### config.mk
export PLATFORM = sky130hd
export DESIGN_NAME = hex_text_memory_loader_core
export DESIGN_NICKNAME = d
export VERILOG_FILES = /design/src/hxl_pkg.sv /design/src/hxl_in_stage.sv /design/src/hxl_parser.sv /design/src/hxl_out_stage.sv /design/src/hex_text_memory_loader_core.sv
export SDC_FILE = /design/constraint.sdc
export NUM_CORES = 1
export LEC_CHECK = 0
export ABC_CLOCK_PERIOD_IN_PS = 5800
export BUFFER_PORTS_ARGS = -buffer_cell sky130_fd_sc_hd__buf_2
export CORE_MARGIN = 3
export CORE_UTILIZATION = 40
export CTS_BUF_LIST = sky130_fd_sc_hd__clkbuf_4
export CTS_CLUSTER_DIAMETER = 200
export DETAILED_ROUTE_END_ITERATION = 10
export PLACE_DENSITY = 0.68
export SLEW_MARGIN = 0
export SYNTH_ARGS = -nofsm -noshare
export SYNTH_HDL_FRONTEND = slang
export SYNTH_SLANG_ARGS = --single-unit
### constraint.sdc
create_clock -name clk -period 5.8 [get_ports clk]
set_clock_uncertainty 0.15 [all_clocks]
set_input_delay 0.58 -clock clk [delete_from_list [all_inputs] [get_ports clk]]
set_output_delay 0.58 -clock clk [all_outputs]
set_load 0.01 [all_outputs]
### src/hxl_pkg.sv
// shared types, codes and character helpers for the hex text memory loader
package hxl_pkg;

    localparam int ADDR_BITS_DEF = 32;
    localparam int COUNT_BITS    = 32;
    localparam logic [31:0] MEM_LEN_RESET = 32'd65536;

    // result kinds
    localparam logic [1:0] KIND_WRITE   = 2'd0;
    localparam logic [1:0] KIND_NOCOLON = 2'd1;
    localparam logic [1:0] KIND_RANGE   = 2'd2;
    localparam logic [1:0] KIND_DONE    = 2'd3;

    // input commands
    localparam logic CMD_CHAR = 1'b0;
    localparam logic CMD_END  = 1'b1;

    localparam logic [7:0] CH_ZERO    = 8'h30;
    localparam logic [7:0] CH_NINE    = 8'h39;
    localparam logic [7:0] CH_UP_A    = 8'h41;
    localparam logic [7:0] CH_UP_F    = 8'h46;
    localparam logic [7:0] CH_LO_A    = 8'h61;
    localparam logic [7:0] CH_LO_F    = 8'h66;
    localparam logic [7:0] CH_LO_X    = 8'h78;
    localparam logic [7:0] CH_UP_X    = 8'h58;
    localparam logic [7:0] CH_COLON   = 8'h3a;
    localparam logic [7:0] CH_NEWLINE = 8'h0a;
    localparam logic [7:0] CH_TAB     = 8'h09;
    localparam logic [7:0] CH_CR      = 8'h0d;
    localparam logic [7:0] CH_SPACE   = 8'h20;

    typedef enum logic [3:0] {
        PH_START     = 4'd0,
        PH_IGNORE    = 4'd1,
        PH_ZERO      = 4'd2,
        PH_ADDR      = 4'd3,
        PH_PRECOLON  = 4'd4,
        PH_POSTCOLON = 4'd5,
        PH_HIGH      = 4'd6,
        PH_LOW       = 4'd7,
        PH_HALT      = 4'd8
    } phase_t;

    typedef struct packed {
        logic       command;
        logic [7:0] char_in;
    } in_t;

    typedef struct packed {
        logic [1:0]  kind;
        logic [31:0] write_address;
        logic [7:0]  write_data;
        logic [31:0] byte_total;
    } out_t;

    function automatic logic is_blank(input logic [7:0] c);
        return (c == CH_SPACE) || ((c >= CH_TAB) && (c <= CH_CR));
    endfunction

    // bit 4 flags a hex digit, bits 3:0 hold its value
    function automatic logic [4:0] hex_digit(input logic [7:0] c);
        logic [7:0] v;
        v = 8'd0;
        priority if ((c >= CH_ZERO) && (c <= CH_NINE))
        begin
            v = c - CH_ZERO;
            return {1'b1, v[3:0]};
        end
        else if ((c >= CH_UP_A) && (c <= CH_UP_F))
        begin
            v = c - CH_UP_A + 8'd10;
            return {1'b1, v[3:0]};
        end
        else if ((c >= CH_LO_A) && (c <= CH_LO_F))
        begin
            v = c - CH_LO_A + 8'd10;
            return {1'b1, v[3:0]};
        end
        else
        begin
            return 5'd0;
        end
    endfunction

endpackage

### src/hxl_in_stage.sv
// input register holding one character transfer until the parser takes it
module hxl_in_stage (
    input  logic          clk,
    input  logic          rst_n,
    input  logic          valid,
    output logic          ready,
    input  hxl_pkg::in_t  item,
    input  logic          take,
    output logic          hold_valid,
    output hxl_pkg::in_t  hold_item
);

    logic         valid_reg;
    hxl_pkg::in_t item_reg;

    assign ready      = !valid_reg || take;
    assign hold_valid = valid_reg;
    assign hold_item  = item_reg;

    always_ff @(posedge clk or negedge rst_n)
    begin
        if (!rst_n)
        begin
            valid_reg <= 1'b0;
        end
        else if (ready)
        begin
            valid_reg <= valid;
        end
    end

    always_ff @(posedge clk)
    begin
        if (valid && ready)
        begin
            item_reg <= item;
        end
    end

endmodule

### src/hxl_parser.sv
// line parser state, mem_len register and the per-character step logic
module hxl_parser #(
    parameter int ADDR_BITS = hxl_pkg::ADDR_BITS_DEF
) (
    input  logic          clk,
    input  logic          rst_n,
    input  logic          step,
    input  hxl_pkg::in_t  item,
    input  logic          cfg_wr_en,
    input  logic [31:0]   cfg_wr_data,
    output logic          res_valid,
    output hxl_pkg::out_t res
);

    localparam int CMP_W = (ADDR_BITS > 32) ? ADDR_BITS : 32;

    hxl_pkg::phase_t                phase_reg, phase_next;
    logic [ADDR_BITS-1:0]           addr_reg, addr_next;
    logic [3:0]                     high_reg, high_next;
    logic [hxl_pkg::COUNT_BITS-1:0] count_reg, count_next;
    logic [31:0]                    mem_len_reg;

    logic [7:0]       c;
    logic [4:0]       hd;
    logic             is_hex;
    logic             blank_no_nl;
    logic [CMP_W-1:0] addr_wide;
    logic [CMP_W-1:0] len_wide;

    assign c           = item.char_in;
    assign hd          = hxl_pkg::hex_digit(c);
    assign is_hex      = hd[4];
    assign blank_no_nl = hxl_pkg::is_blank(c) && (c != hxl_pkg::CH_NEWLINE);
    assign addr_wide   = CMP_W'(addr_reg);
    assign len_wide    = CMP_W'(mem_len_reg);

    always_comb
    begin
        phase_next = phase_reg;
        addr_next  = addr_reg;
        high_next  = high_reg;
        count_next = count_reg;
        res_valid  = 1'b0;
        res        = '0;

        if (phase_reg == hxl_pkg::PH_HALT)
        begin
            res_valid = 1'b0;
        end
        else if (item.command == hxl_pkg::CMD_END)
        begin
            phase_next = hxl_pkg::PH_HALT;
            res_valid  = 1'b1;
            if ((phase_reg == hxl_pkg::PH_ADDR) || (phase_reg == hxl_pkg::PH_PRECOLON))
            begin
                res.kind = hxl_pkg::KIND_NOCOLON;
            end
            else
            begin
                res.kind       = hxl_pkg::KIND_DONE;
                res.byte_total = count_reg;
            end
        end
        else
        begin
            unique case (phase_reg)
                hxl_pkg::PH_START:
                begin
                    if (c == hxl_pkg::CH_ZERO)
                        phase_next = hxl_pkg::PH_ZERO;
                    else if (!hxl_pkg::is_blank(c))
                        phase_next = hxl_pkg::PH_IGNORE;
                end
                hxl_pkg::PH_IGNORE:
                begin
                    if (c == hxl_pkg::CH_NEWLINE)
                        phase_next = hxl_pkg::PH_START;
                end
                hxl_pkg::PH_ZERO:
                begin
                    if ((c == hxl_pkg::CH_LO_X) || (c == hxl_pkg::CH_UP_X))
                    begin
                        addr_next  = '0;
                        phase_next = hxl_pkg::PH_ADDR;
                    end
                    else if (c == hxl_pkg::CH_NEWLINE)
                        phase_next = hxl_pkg::PH_START;
                    else
                        phase_next = hxl_pkg::PH_IGNORE;
                end
                hxl_pkg::PH_ADDR, hxl_pkg::PH_PRECOLON:
                begin
                    if ((phase_reg == hxl_pkg::PH_ADDR) && is_hex)
                        addr_next = {addr_reg[ADDR_BITS-5:0], hd[3:0]};
                    else if (c == hxl_pkg::CH_COLON)
                        phase_next = hxl_pkg::PH_POSTCOLON;
                    else if (blank_no_nl)
                        phase_next = hxl_pkg::PH_PRECOLON;
                    else
                    begin
                        phase_next = hxl_pkg::PH_HALT;
                        res_valid  = 1'b1;
                        res.kind   = hxl_pkg::KIND_NOCOLON;
                    end
                end
                hxl_pkg::PH_POSTCOLON, hxl_pkg::PH_HIGH:
                begin
                    if (is_hex)
                    begin
                        high_next  = hd[3:0];
                        phase_next = hxl_pkg::PH_LOW;
                    end
                    else if ((phase_reg == hxl_pkg::PH_POSTCOLON) && blank_no_nl)
                        phase_next = phase_reg;
                    else if (c == hxl_pkg::CH_NEWLINE)
                        phase_next = hxl_pkg::PH_START;
                    else
                        phase_next = hxl_pkg::PH_IGNORE;
                end
                hxl_pkg::PH_LOW:
                begin
                    if (is_hex)
                    begin
                        res_valid = 1'b1;
                        if (addr_wide >= len_wide)
                        begin
                            phase_next = hxl_pkg::PH_HALT;
                            res.kind   = hxl_pkg::KIND_RANGE;
                        end
                        else
                        begin
                            addr_next         = addr_reg + 1'b1;
                            count_next        = count_reg + 1'b1;
                            phase_next        = hxl_pkg::PH_HIGH;
                            res.kind          = hxl_pkg::KIND_WRITE;
                            res.write_address = addr_wide[31:0];
                            res.write_data    = {high_reg, hd[3:0]};
                        end
                    end
                    else if (c == hxl_pkg::CH_NEWLINE)
                        phase_next = hxl_pkg::PH_START;
                    else
                        phase_next = hxl_pkg::PH_IGNORE;
                end
                default:
                begin
                    phase_next = hxl_pkg::PH_HALT;
                end
            endcase
        end
    end

    always_ff @(posedge clk or negedge rst_n)
    begin
        if (!rst_n)
        begin
            phase_reg   <= hxl_pkg::PH_START;
            addr_reg    <= '0;
            high_reg    <= 4'd0;
            count_reg   <= '0;
            mem_len_reg <= hxl_pkg::MEM_LEN_RESET;
        end
        else
        begin
            if (step)
            begin
                phase_reg <= phase_next;
                addr_reg  <= addr_next;
                high_reg  <= high_next;
                count_reg <= count_next;
            end
            if (cfg_wr_en)
            begin
                mem_len_reg <= cfg_wr_data;
            end
        end
    end

    // once halted the parser never leaves halt until reset
    a_halt_sticky: assert property (@(posedge clk) disable iff (!rst_n)
        phase_reg == hxl_pkg::PH_HALT |=> phase_reg == hxl_pkg::PH_HALT)
        else $error("parser left halt");

    // a byte write bumps the count by exactly one
    a_count_step: assert property (@(posedge clk) disable iff (!rst_n)
        step && res_valid && res.kind == hxl_pkg::KIND_WRITE
        |=> count_reg == $past(count_reg) + 1'b1)
        else $error("byte count did not advance on write");

    // errors and done always stop the parser
    a_stop_on_end: assert property (@(posedge clk) disable iff (!rst_n)
        step && res_valid && res.kind != hxl_pkg::KIND_WRITE
        |=> phase_reg == hxl_pkg::PH_HALT)
        else $error("parser kept running after error or done");

    // a result never comes out of the halt state
    a_no_result_halted: assert property (@(posedge clk) disable iff (!rst_n)
        phase_reg == hxl_pkg::PH_HALT |-> !res_valid)
        else $error("result while halted");

endmodule

### src/hxl_out_stage.sv
// result register between the parser and the result channel
module hxl_out_stage (
    input  logic          clk,
    input  logic          rst_n,
    input  logic          load,
    input  logic          load_valid,
    input  hxl_pkg::out_t load_item,
    output logic          can_load,
    output logic          valid,
    input  logic          ready,
    output hxl_pkg::out_t item
);

    logic          valid_reg;
    hxl_pkg::out_t item_reg;

    assign can_load = !valid_reg || ready;
    assign valid    = valid_reg;
    assign item     = item_reg;

    always_ff @(posedge clk or negedge rst_n)
    begin
        if (!rst_n)
        begin
            valid_reg <= 1'b0;
        end
        else if (load)
        begin
            valid_reg <= load_valid;
        end
        else if (ready)
        begin
            valid_reg <= 1'b0;
        end
    end

    always_ff @(posedge clk)
    begin
        if (load && load_valid)
        begin
            item_reg <= load_item;
        end
    end

endmodule

### src/hex_text_memory_loader_core.sv
// top level of the hex text memory loader: input register, parser, result register
// a result passes from the input register through the parser into the result register
// throughput: one character per cycle while no result waits untaken, set by the single parser step per item
// a full result register that is not taken stalls the input register
// reset (rst_n low, async) empties both registers, sets mem_len to 65536 and
// returns the parser to line start with address and byte count at zero
module hex_text_memory_loader_core #(
    parameter int ADDR_BITS = hxl_pkg::ADDR_BITS_DEF
) (
    input  logic          clk,
    input  logic          rst_n,
    input  logic          char_valid,
    output logic          char_ready,
    input  hxl_pkg::in_t  char_item,
    output logic          res_valid,
    input  logic          res_ready,
    output hxl_pkg::out_t res_item,
    input  logic          cfg_wr_en,
    input  logic [31:0]   cfg_wr_data
);

    logic          hold_valid;
    hxl_pkg::in_t  hold_item;
    logic          can_load;
    logic          step;
    logic          step_res_valid;
    hxl_pkg::out_t step_res;

    assign step = hold_valid && can_load;

    hxl_in_stage u_in (
        .clk        (clk),
        .rst_n      (rst_n),
        .valid      (char_valid),
        .ready      (char_ready),
        .item       (char_item),
        .take       (step),
        .hold_valid (hold_valid),
        .hold_item  (hold_item)
    );

    hxl_parser #(
        .ADDR_BITS (ADDR_BITS)
    ) u_parser (
        .clk         (clk),
        .rst_n       (rst_n),
        .step        (step),
        .item        (hold_item),
        .cfg_wr_en   (cfg_wr_en),
        .cfg_wr_data (cfg_wr_data),
        .res_valid   (step_res_valid),
        .res         (step_res)
    );

    hxl_out_stage u_out (
        .clk        (clk),
        .rst_n      (rst_n),
        .load       (step),
        .load_valid (step_res_valid),
        .load_item  (step_res),
        .can_load   (can_load),
        .valid      (res_valid),
        .ready      (res_ready),
        .item       (res_item)
    );

    // a held character waits only behind an untaken result
    a_stall_cause: assert property (@(posedge clk) disable iff (!rst_n)
        hold_valid && !step |-> res_valid && !res_ready)
        else $error("input stalled without a blocked result");

    // a character transfer lands in the input register
    a_in_lands: assert property (@(posedge clk) disable iff (!rst_n)
        char_valid && char_ready |=> hold_valid)
        else $error("accepted character lost");

endmodule
---- Word-level counts from Yosys, hierarchy flattened ----
Cells that the tools add are included.
Widths: inputs -> output; s select.
operators by class
  add/sub/neg operators ................... 7
  reductions and logical operators ........ 28
  magnitude comparators ................... 9
  multiplexer cells ....................... 40
  eq/ne operators ......................... 23
  bitwise gates (word level) .............. 5
operator list
  kind                   number
  $mux 32                4
  $pmux 32 s3            1
  $add 32x1->32 const B  2
  $mux 4                 12
  $mux 42                1
  $mux 40                1
  $ge 32x32->1           1
  $eq 8x6->1 const B     3
  $pmux 4 s6             1
  $eq 4x3->1 const B     4
  $eq 8x7->1 const B     2
  $ge 8x7->1 const B     2
  $le 8x7->1 const B     2
  $mux 5                 3
  $reduce_and 6->1       2
  $sub 4x1->4 const B    3
  $logic_and 1x1->1      10
  $mux 1                 10
  $mux 2                 5
  $add 4x4->4 const B    2
  $eq 4x2->1 const B     2
  $eq 8x4->1 const B     1
  $ge 8x4->1 const B     1
  $ge 8x6->1 const B     1
  24 further kinds       36
word-level totals
  bits in registers ....................... 189
  word-level logic and storage cells ...... 125
  input port bits ......................... 46
  output and inout port bits .............. 76

---- Longest topological paths before layout ----
Gate-level depths: netlist of the first run.
  depth after elaboration ................. 11
  mapped depth ............................ 11

---- Modules after synthesis ----
From an unflattened synthesis of the first run, not the netlist that was laid out.
unflattened totals
  cells, all modules ...................... 896
  area total of the unflattened synthesis .. 9,481.6 µm²
modules (own cells, without submodules)
  module                       area an instance (µm²)  times used  cells each  seq. area each (µm²)
  hxl_parser                   6,874.1                 1           804         2,603.7
  hxl_out_stage                2,277.2                 1           78          2,247.2
  hxl_in_stage                 324.1                   1           13          295.3
  hex_text_memory_loader_core  6.3                     1           1           0.0

---- Worst setup path after synthesis of the first run ----
Ideal clock, no wire load.
  path kind ............................... reg2reg
  from .................................... register u_in.item_reg, in the netlist u_in.hold_item[0]
  to ...................................... register u_out.valid_reg, in the netlist u_out.valid
  setup time .............................. 0.087 ns
  data required time ...................... 5.563 ns
  arrival time ............................ 5.839 ns
  slack ................................... -0.276 ns
  cell stages (with the launch flop) ...... 10
  cell sequence ........................... edfxtp_1 inv_1 ha_1 nor3b_1 a311oi_4 nor2_4 nor4_1 o31a_1 a21oi_1 or2_2
on the way
  word-level cells in the longest chain between the ends .. 11
  elaborated cells on any way between the ends .. 29
  classes of those cells .................. order compare: 8; eq/ne: 3; mux: 11; reduce/logical: 7
ends and longest elaborated chain
  element                                      line                                source
  start, declared                              hxl_in_stage.sv:14                  hxl_pkg::in_t item_reg;
  start signal, assigned                       hxl_in_stage.sv:36                  item_reg <= item;
  $ge 8x7->1 (tied with other cells)           hxl_pkg.sv:74                       else if ((c >= CH_LO_A) && (c <= CH_LO_F))
  $logic_and 1x1->1, on equally long branches  hxl_pkg.sv:74, hxl_pkg.sv:57
  $mux 5 or $logic_or 1x1->1 (tied branches)   hxl_pkg.sv:74, hxl_pkg.sv:57
  $mux 5 or $logic_and 1x1->1 (tied branches)  hxl_pkg.sv:69, hxl_parser.sv:33
  $mux 5 or $mux 1 (tied branches)             hxl_pkg.sv:64, hxl_parser.sv:97
  $logic_and 1x1->1 or $mux 1 (tied branches)  hxl_parser.sv:93, hxl_parser.sv:95
  $mux 1                                       hxl_parser.sv:93                    if ((phase_reg == hxl_pkg::PH_ADDR) && is_hex)
  $pmux 1 s2 *                                 hxl_parser.sv:66                    unique case (phase_reg)
  $mux 1 *                                     hxl_parser.sv:50                    else if (item.command == hxl_pkg::CMD_END)
  $mux 1 *                                     hxl_parser.sv:46                    if (phase_reg == hxl_pkg::PH_HALT)
  $mux 1 *                                     hxl_out_stage.sv:27                 else if (load)
  end signal, assigned                         hxl_out_stage.sv:29                 valid_reg <= load_valid;
  end, declared                                hxl_out_stage.sv:14                 logic valid_reg;
Mark *: on every way between the ends. The rest lies on a longest branch, timed or not.
A chain may end at the register's enable or synchronous reset.

---- Worst setup path in the final report of the first run ----
  from .................................... register u_in.item_reg, in the netlist u_in.hold_item[3]
  to ...................................... register u_out.item_reg, in the netlist u_out.item[60] (data pin)
on the way
  word-level cells in the longest chain between the ends .. 7
  elaborated cells on any way between the ends .. 14
  classes of those cells .................. order compare: 6; mux: 3; bitwise: 1; reduce/logical: 4
ends and longest elaborated chain
  element                                   line                 source
  $ge 8x7->1 or $le 8x7->1 (tied branches)  hxl_pkg.sv:74
  $logic_and 1x1->1                         hxl_pkg.sv:74
  $mux 5                                    hxl_pkg.sv:74
  $mux 5                                    hxl_pkg.sv:69        else if ((c >= CH_UP_A) && (c <= CH_UP_F))
  $mux 5 *                                  hxl_pkg.sv:64        priority if ((c >= CH_ZERO) && (c <= CH_NINE))
  $not 1->1 (no source line) *              -
  $reduce_or 5->1 (no source line) *        -
  end signal, assigned                      hxl_out_stage.sv:41  item_reg <= load_item;
  end, declared                             hxl_out_stage.sv:15  hxl_pkg::out_t item_reg;
Marked as above.

==> out/qor.yml, run 1 <==
run_status:
  status: "complete, no violations"
setup_path:
  critical_path_class: "flip-flop to flip-flop"
  rrSetupSlack_ps: 1670
  worst-path-buf-inv: 1
  rr_worst_depth: 7
  max_stage_delay_ps: 960
  startpoint_type: "flip-flop"
  cp_slowest_cell: "nor3_4"
  critPathTopFamily: "simple AND/OR/NAND/NOR gates"
  cp.required_ps: 6120
  critical_path_arrival_ps: 4460
  crit_chain: "or4b_4, a311oi_4, nor2_4, or4_4, nor3_4, buf_4, and2_1"
  crit_fanout: 34
  end_kind: "flip-flop"
  worstReg2RegEnd: "u_out.item[60]"
  rr_startpoint: "u_in.hold_item[3]"
global_routing:
  antenna_found_initial: 1
  gr-total-overflow: 0
  grt_pass1_wl_um: 34100
  grt_pass1_vias: 6798
  track_usage_pct: 16.5
  grt_max_degree: 76
detailed_routing:
  first_pass_iters: 5
  routed_wl_um: 20600
  detail-route-antenna-nets: 0
  dr_total_vias: 6979
  drc: 0
  vias_per_cell: 5.15
  drt_iter0_markers: 467
  wire_per_inst_um: 15.2
finish:
  largest_reg_flops: 74
  syn2layout_area_growth_pct: 16.8
  drive_above_1_share_pct: 17.9
  nets: 1113
  mostFrequentLayoutCell: "buf_2"
  final_cell_mix: "buf_2 (120), o21ai_0 (107), dfrtp_1 (105), edfxtp_1 (83), nand2_1 (77)"
  final_cell_area_mm2: 0.0109
place:
  port_buffers: 121
  place_congestion: 0.840
  placed_area_mm2: 0.0102
  dp_slack_ps: 1750
  hpwl_um: 14500
timing:
  fin_setup_tns_ps: 0
  grt_setup_unrepaired: "no"
  max_freq_ghz: 0.242
  finalCritPeriodShare_pct: 71.3
  fin_crit_ps: 4130
  hold_viol_final: 0
  drv_slew: 0
  setup-violations-final: 0
  setup_ws_ps: 1670
  timing.slew.headroom_pct: 18.1
  worst_pin_slew_ps: 1220
floorplan:
  start_util_pct: 41.0
  die_w_um: 159
  core-area_mm2: 0.0228
  pin_count: 122
  placementRows: 55
  die_h_um: 159
  die_area_mm2: 0.0252
pwr:
  peakVddDrop_uv: 98.8
  leakage_nw: 4.83
  power_density_mw_per_mm2: 216
logic_synthesis:
  syn_area_mm2: 0.00934
  yosys_warnings: 0
  synth_edf_count: 83
  syn-num-nets: 977
  synth_flop_cell: "dfrtp_1"
  synth-seq-cells: 189
  syn_inst: 892
  yosysUniqueCellTypes: 65
  ys_seq_area_share_pct: 55.1
  async_flop_share_pct: 56.1
  avgSynthCellArea_um2: 10.5
min_path:
  holdPathStages: 3
  worstHoldStart: "cfg_wr_data[26]"
  hold_end: "u_parser.len_wide[26]"
  hold_class: "primary input to flip-flop"
clock_tree:
  post_cts_buffers: 0
  cts_sinks: 189
  cts_max_path_buffers: 2
  insertion_delay_ps: 620
  cts_tree: "built"
  cts-root-buf: "clkbuf_4"
  cts_hold_buf: 32
  path_clk_slew_ps: 180
  htreeDepth: 4
  cts_resized: 0
  cts_buffers: 17
flow_run:
  cap_viol_max_count: 0
## layout make-up
| type | instances | area (um^2) |
|---|---|---|
| multi-input combinational | 612 | 3850 |
| timing repair buffer | 164 | 1010 |
| fill | 2067 | 11900 |
| tap | 313 | 392 |
| sequential | 189 | 5150 |
| inverter | 44 | 165 |
| antenna | 1 | 2.50 |
| clock inverter | 15 | 219 |
| clock buffer | 17 | 128 |
## worst reg2reg max path, stage by stage, from the launching register on
cell and delay (ps):
edfxtp_1 580, or4b_4 620, a311oi_4 480, nor2_4 100, or4_4 590, nor3_4 960
buf_4 380, and2_1 150
## how the worst max path moves through the flow
stage                            from              to  slack [ps]  cells after the start
floorplan           u_in.hold_item[3]   u_out.item[0]        1380                      4
global placement    u_in.hold_item[3]  u_out.item[37]        1830                      7
detailed placement  u_in.hold_item[3]  u_out.item[60]        1750                      7
CTS                 u_in.hold_item[3]  u_out.item[60]        1690                      7
global route        u_in.hold_item[3]  u_out.item[67]        1440                      7
finish              u_in.hold_item[3]  u_out.item[60]        1670                      7
## per-layer routing
metal	global-route usage, %	up-vias	share of wire, %
li1	-	3467	-
met4	4.85	0	1.3
met5	0	-	0
met3	3.05	23	4.2
met1	22.4	3323	47
met2	27.0	166	47
## report_power, final
| group | switching (W) | internal, W | leakage (nW) |
|---|---|---|---|
| Clock | 0.000568 | 0.000227 | 0.177 |
| Combinational | 0.0000758 | 0.0000568 | 2.30 |
| Sequential | 0.0000133 | 0.00142 | 2.36 |
## synth_stat cells (3+ instances only)
master    instances  area [um^2]
o21ai_0         108          541
dfrtp_1         105         2630
edfxtp_1         83         2490
nand2_1          77          289
and2_1           72          450
a21oi_1          47          235
inv_1            44          165
nor2_1           42          158
clkbuf_1         40          150
ha_1             39          488
xnor2_1          29          254
nand4_1          24          150
nor3_1           24          120
nand3_1          19         95.1
nor4_1           17          106
and3_1           14         87.6
a31oi_1           9         56.3
nor3b_1           9         67.6
a22oi_1           7         52.6
nand2b_1          6         37.5
and4_1            5         43.8
nor2b_1           5         31.3
mux2_2            4         45.0
xor2_1            4         35.0
a32oi_1           3         26.3
buf_1             3         11.3
or2_2             3         18.8
## through the flow
step / cells / hold WS (ps) / total power, W / utilization, %
floorplan: 892 / 134 / 0.00152 / -
global route: 1355 / 14.7 / 0.00246 / 47.9
CTS: 1354 / 3.00 / 0.00239 / 47.9
global placement: 1290 / 311 / 0.00157 / 45.0
detailed placement: 1290 / 317 / 0.00157 / 45.0
finish: 1355 / 41.2 / 0.00236 / 47.9
## logic make-up after synthesis
family                   synth area share (%)
AND/OR/NAND/NOR                          19.7
buffers and inverters                    3.90
flip-flops                               55.1
XOR/XNOR                                 3.10
AO/OA/AOI/OAI                            12.5
multiplexers                            0.482
adder cells (fa/ha/maj)                  5.23
Note: power is estimated with default switching activity, not from simulation.
==> inputs of run 2 (changes only) <==
--- a/config.mk
+++ b/config.mk
@@ -5,7 +5,7 @@
 export SDC_FILE = /design/constraint.sdc
 export NUM_CORES = 1
 export LEC_CHECK = 0
-export ABC_CLOCK_PERIOD_IN_PS = 5800
+export ABC_CLOCK_PERIOD_IN_PS = 3800
 export BUFFER_PORTS_ARGS = -buffer_cell sky130_fd_sc_hd__buf_2
 export CORE_MARGIN = 3
 export CORE_UTILIZATION = 40
==> constraint.sdc (replaced) <==
create_clock -name clk -period 3.8 [get_ports clk]
set_clock_uncertainty 0.15 [all_clocks]
set_input_delay 0.38 -clock clk [delete_from_list [all_inputs] [get_ports clk]]
set_output_delay 0.38 -clock clk [all_outputs]
set_load 0.01 [all_outputs]
==> run 2 against run 1 <==
Against the previous run:
- combinational power is 63% higher
- flip-flop and latch count stayed put
- worst setup slack worse by 1300 ps
- final area is 2.2% higher
- non-clock buffer count is 25 higher
- via count is 1.6% higher
- total power is 55% higher
- register-to-register slack worse by 1300 ps
- global-route usage is 1.0 points higher
- first-iteration DRC count is 15% higher
- clock power is 57% higher
- critical path type unchanged
- largest cell class unchanged
- largest power group unchanged
- highest routed layer unchanged
==> out/qor.yml, run 2 (synthesized netlist as in run 1, its figures left out) <==
run_status:
  status: "complete, no violations"
timing:
  whs_ps: 109
  finalCritPeriodShare_pct: 91.0
  drv_slew: 0
  grt_setup_unrepaired: "no"
  fin_setup_tns_ps: 0
  fin_crit_ps: 3460
  setup-violations-final: 0
  hold_viol_final: 0
  timing.slew.headroom_pct: 40.8
  worst_pin_slew_ps: 888
  setup_ws_ps: 341
  max_freq_ghz: 0.289
place:
  port_buffers: 121
  dp_slack_ps: 376
  place_congestion: 0.880
  hpwl_um: 15000
  placed_area_mm2: 0.0104
global_routing:
  gr-total-overflow: 0
  met2_usage_pct: 28.3
  busiest_layer: "met2"
  met3_usage_pct: 3.89
  grt_max_degree: 76
  grt_pass1_vias: 7158
  met1_usage_pct: 23.6
  track_usage_pct: 17.5
  antenna_found_initial: 1
  grt_pass1_wl_um: 36300
setup_path:
  startpoint_type: "flip-flop"
  critical_path_arrival_ps: 3810
  cp.required_ps: 4150
  crit_fanout: 34
  end_kind: "flip-flop"
  critical_path_class: "flip-flop to flip-flop"
finish:
  mostFrequentLayoutCell: "buf_2"
  nets: 1138
  syn2layout_area_growth_pct: 19.5
  final_cell_area_mm2: 0.0112
  largest_reg_flops: 74
  final_cell_mix: "buf_2 (120), o21ai_0 (107), dfrtp_1 (105), edfxtp_1 (83), nand2_1 (77)"
  fill_cells: 2074
  drive_above_1_share_pct: 18.7
detailed_routing:
  dr_total_vias: 7089
  drt_iter0_markers: 535
  wire_per_inst_um: 15.7
  first_pass_iters: 5
  detail-route-antenna-nets: 0
  routed_wl_um: 21600
  vias_per_cell: 5.14
  drc: 0
floorplan:
  pin_count: 122
  die_w_um: 159
  core-area_mm2: 0.0228
  die_h_um: 159
  placementRows: 55
  start_util_pct: 41.0
  die_area_mm2: 0.0252
clock_tree:
  cts_max_path_buffers: 2
  cts_hold_buf: 44
  cts_resized: 0
  htreeDepth: 4
  cts_sinks: 189
  cts_tree: "built"
  cts_buffers: 17
  insertion_delay_ps: 620
  cts-root-buf: "clkbuf_4"
  post_cts_buffers: 0
  path_clk_slew_ps: 190
pwr:
  power_density_mw_per_mm2: 328
  leakage_nw: 4.96
  total_power_w: 0.00365
  peakVddDrop_uv: 166
min_path:
  hold_class: "primary input to flip-flop"
flow_run:
  cap_viol_max_count: 0
run 2: worst max-delay path: stages (launching register included):
cell and delay [ps]:
edfxtp_1 580, or4b_4 620, a311oi_4 470, nor2_4 100, or4_4 600, nor3_4 160, buf_4 340, nand4_1 150
xnor2_1 160
run 2: layer usage:
layer  part of all wire [%]  vias up
met3                    4.9       28
met5                      0        -
met2                     47      186
met4                    2.0        0
li1                       -     3514
met1                     46     3361
run 2: path summary, 6_finish.rpt:
path | start | end | slack [ps] | cells past startpoint
max in group asynchronous | rst_n | u_parser.count_reg[19] | 2390 | 3
max | u_in.hold_item[3] | u_parser.count_reg[22] | 340 | 8
min | res_ready | u_out.valid | 110 | 3
min in group asynchronous | rst_n | u_parser.len_wide[12] | 260 | 2
max reg2reg | u_in.hold_item[3] | u_parser.count_reg[22] | 340 | 8
min reg2reg | u_parser.count_reg[23] | u_parser.count_reg[23] | 340 | 1
run 2: power breakdown:
| group | internal (W) | switching [W] | total (W) |
|---|---|---|---|
| Clock | 0.000356 | 0.000899 | 0.00125 |
| Sequential | 0.00216 | 0.0000210 | 0.00218 |
| Combinational | 0.0000958 | 0.000121 | 0.000217 |
| Total | 0.00261 | 0.00104 | 0.00365 |
run 2: metrics by stage:
step | utilization, % | cells
after floorplan | - | 892
after global placement | 45.5 | 1303
after detailed placement | 45.5 | 1303
after CTS | 49.0 | 1379
after global routing | 49.0 | 1380
final | 49.0 | 1380
run 2: cell type report:
| cell class | instances | area, um^2 | area share, % |
|---|---|---|---|
| Sequential cell | 189 | 5150 | 46.1 |
| Multi-Input combinational cell | 612 | 3850 | 34.5 |
| Timing Repair Buffer | 189 | 1250 | 11.2 |
| Tap cell | 313 | 392 | 3.51 |
| Clock inverter | 15 | 221 | 1.99 |
| Inverter | 44 | 165 | 1.48 |
| Clock buffer | 17 | 128 | 1.14 |
| Antenna cell | 1 | 2.50 | 0.0224 |
==> inputs of run 3 (changes only) <==
--- a/config.mk
+++ b/config.mk
@@ -5,7 +5,7 @@
 export SDC_FILE = /design/constraint.sdc
 export NUM_CORES = 1
 export LEC_CHECK = 0
-export ABC_CLOCK_PERIOD_IN_PS = 3800
+export ABC_CLOCK_PERIOD_IN_PS = 3000
 export BUFFER_PORTS_ARGS = -buffer_cell sky130_fd_sc_hd__buf_2
 export CORE_MARGIN = 3
 export CORE_UTILIZATION = 40
@@ -13,6 +13,7 @@
 export CTS_CLUSTER_DIAMETER = 200
 export DETAILED_ROUTE_END_ITERATION = 10
 export PLACE_DENSITY = 0.68
+export RECOVER_POWER = 100
 export SLEW_MARGIN = 0
 export SYNTH_ARGS = -nofsm -noshare
 export SYNTH_HDL_FRONTEND = slang
==> constraint.sdc (replaced) <==
create_clock -name clk -period 3 [get_ports clk]
set_clock_uncertainty 0.15 [all_clocks]
set_input_delay 0.3 -clock clk [delete_from_list [all_inputs] [get_ports clk]]
set_output_delay 0.3 -clock clk [all_outputs]
set_load 0.01 [all_outputs]
==> run 3 against run 2 <==
Against the previous run:
- final area rose by 4.1%
- global-route usage hardly changed
- combinational power up 38%
- flip-flop and latch count unchanged
- first-iteration DRC count up 22%
- register-to-register slack got worse by 280 ps
- sequential share of layout area is 1.8 points lower
==> out/qor.yml, run 3 (synthesized netlist as in run 1, its figures left out) <==
detailed_routing:
  dr_total_vias: 7285
  vias_per_cell: 5.09
  drt_iter0_markers: 654
  first_pass_iters: 5
  wire_per_inst_um: 15.4
  routed_wl_um: 22000
  detail-route-antenna-nets: 0
  drc: 0
setup_path:
  critical_path_arrival_ps: 3320
  critical_path_class: "flip-flop to flip-flop"
  startpoint_type: "flip-flop"
  cp.required_ps: 3380
  end_kind: "flip-flop"
  crit_fanout: 15
clock_tree:
  cts-root-buf: "clkbuf_4"
  cts_tree: "built"
  cts_sinks: 189
  path_clk_slew_ps: 200
  htreeDepth: 4
  cts_buffers: 17
  insertion_delay_ps: 610
  cts_max_path_buffers: 2
pwr:
  leakage_nw: 4.89
  peakVddDrop_uv: 195
  power_density_mw_per_mm2: 393
finish:
  largest_reg_flops: 74
  regArea_mm2: 0.00515
  drive_above_1_share_pct: 15.9
  multi_input_area_mm2: 0.00393
  syn2layout_area_growth_pct: 24.4
  final_cell_area_mm2: 0.0116
  finish.utilization_pct: 51.0
  nets: 1189
  final_cell_mix: "dfrtp_1 (105), o21ai_0 (104), edfxtp_1 (83), clkbuf_1 (82), nand2_1 (77)"
  fill_cells: 2079
  mostFrequentLayoutCell: "dfrtp_1"
timing:
  worst_pin_slew_ps: 1480
  max_freq_ghz: 0.340
  drv_slew: 0
  hold_viol_final: 0
  grt_setup_unrepaired: "yes"
  fin_crit_ps: 2940
  timing.slew.headroom_pct: 1.45
  finalCritPeriodShare_pct: 97.9
  setup-violations-final: 0
floorplan:
  die_area_mm2: 0.0252
  die_w_um: 159
  start_util_pct: 41.0
  placementRows: 55
  pin_count: 122
  core-area_mm2: 0.0228
  die_h_um: 159
place:
  hpwl_um: 15500
  port_buffers: 121
  place_congestion: 0.872
  placed_area_mm2: 0.0108
global_routing:
  track_usage_pct: 17.6
  grt_pass1_wl_um: 36300
  antenna_found_initial: 1
  grt_max_degree: 107
  gr-total-overflow: 0
  grt_pass1_vias: 7073
min_path:
  hold_class: "primary input to flip-flop"
run_status:
  status: "complete, no violations"
flow_run:
  cap_viol_max_count: 0
run 3: report_power, final:
| part | total [W] | internal [W] | switching [W] |
|---|---|---|---|
| Sequential | 0.00276 | 0.00274 | 0.0000220 |
| Combinational | 0.000300 | 0.000137 | 0.000163 |
| Clock | 0.00150 | 0.000427 | 0.00108 |
run 3: worst max-delay path: stages, from the launching register on:
cell,delay [ps]
edfxtp_1,430
or4b_4,580
a311oi_4,270
nor2_4,70
or4_4,510
nor3_4,260
buf_4,180
clkbuf_16,160
nand3_1,90
xnor2_1,140
run 3: stage by stage:
stage / instances / hold slack, ps / setup TNS (ps) / power [W] / setup WS [ps]
after global placement: 1347 / 271 / 0 / 0.00306 / 6.99
after floorplan: 892 / -146 / -36140 / 0.00295 / -483
final: 1431 / 229 / 0 / 0.00456 / 62.3
after CTS: 1425 / 18.6 / 0 / 0.00461 / 12.2
after global routing: 1431 / 164 / -226 / 0.00478 / -34.8
after detailed placement: 1347 / 277 / -1280 / 0.00307 / -55.9
run 3: worst paths after layout:
check	start	end	slack, ps	cells after the start
worst max-delay path	u_in.hold_item[3]	u_parser.count_reg[10]	60	9
worst min-delay path	char_item[3]	u_in.hold_item[3]	230	2
worst max register to register	u_in.hold_item[3]	u_parser.count_reg[10]	60	9
worst min register to register	u_parser.count_reg[23]	u_parser.count_reg[23]	340	1
max in group asynchronous	rst_n	u_parser.count_reg[0]	1230	3
min in group asynchronous	rst_n	u_parser.addr_reg[17]	550	3
run 3: what timing repair did:
item	CTS	global route
setup buffers	1	4
hold buffers	45	0
endpoints found under the hold margin	149	0
gates resized for setup	2	15
pin swaps	1	5
endpoints found under the setup margin	51	101
gates cloned	0	1
run 3: layout make-up:
| type | count | area share (%) |
|---|---|---|
| sequential | 189 | 44.3 |
| multi-input combinational | 612 | 33.8 |
| timing repair buffer | 240 | 14.2 |
| tap | 313 | 3.37 |
| clock inverter | 15 | 1.78 |
| inverter | 44 | 1.42 |
| clock buffer | 17 | 1.10 |
| antenna | 1 | 0.0215 |
run 3: layer usage:
layer	GRT usage, %	vias to the layer above	share of wire, %
li1	-	3614	-
met1	24.3	3460	46
met2	27.7	184	47
met3	3.78	27	4.3
met4	5.61	0	2.0
met5	0	-	0
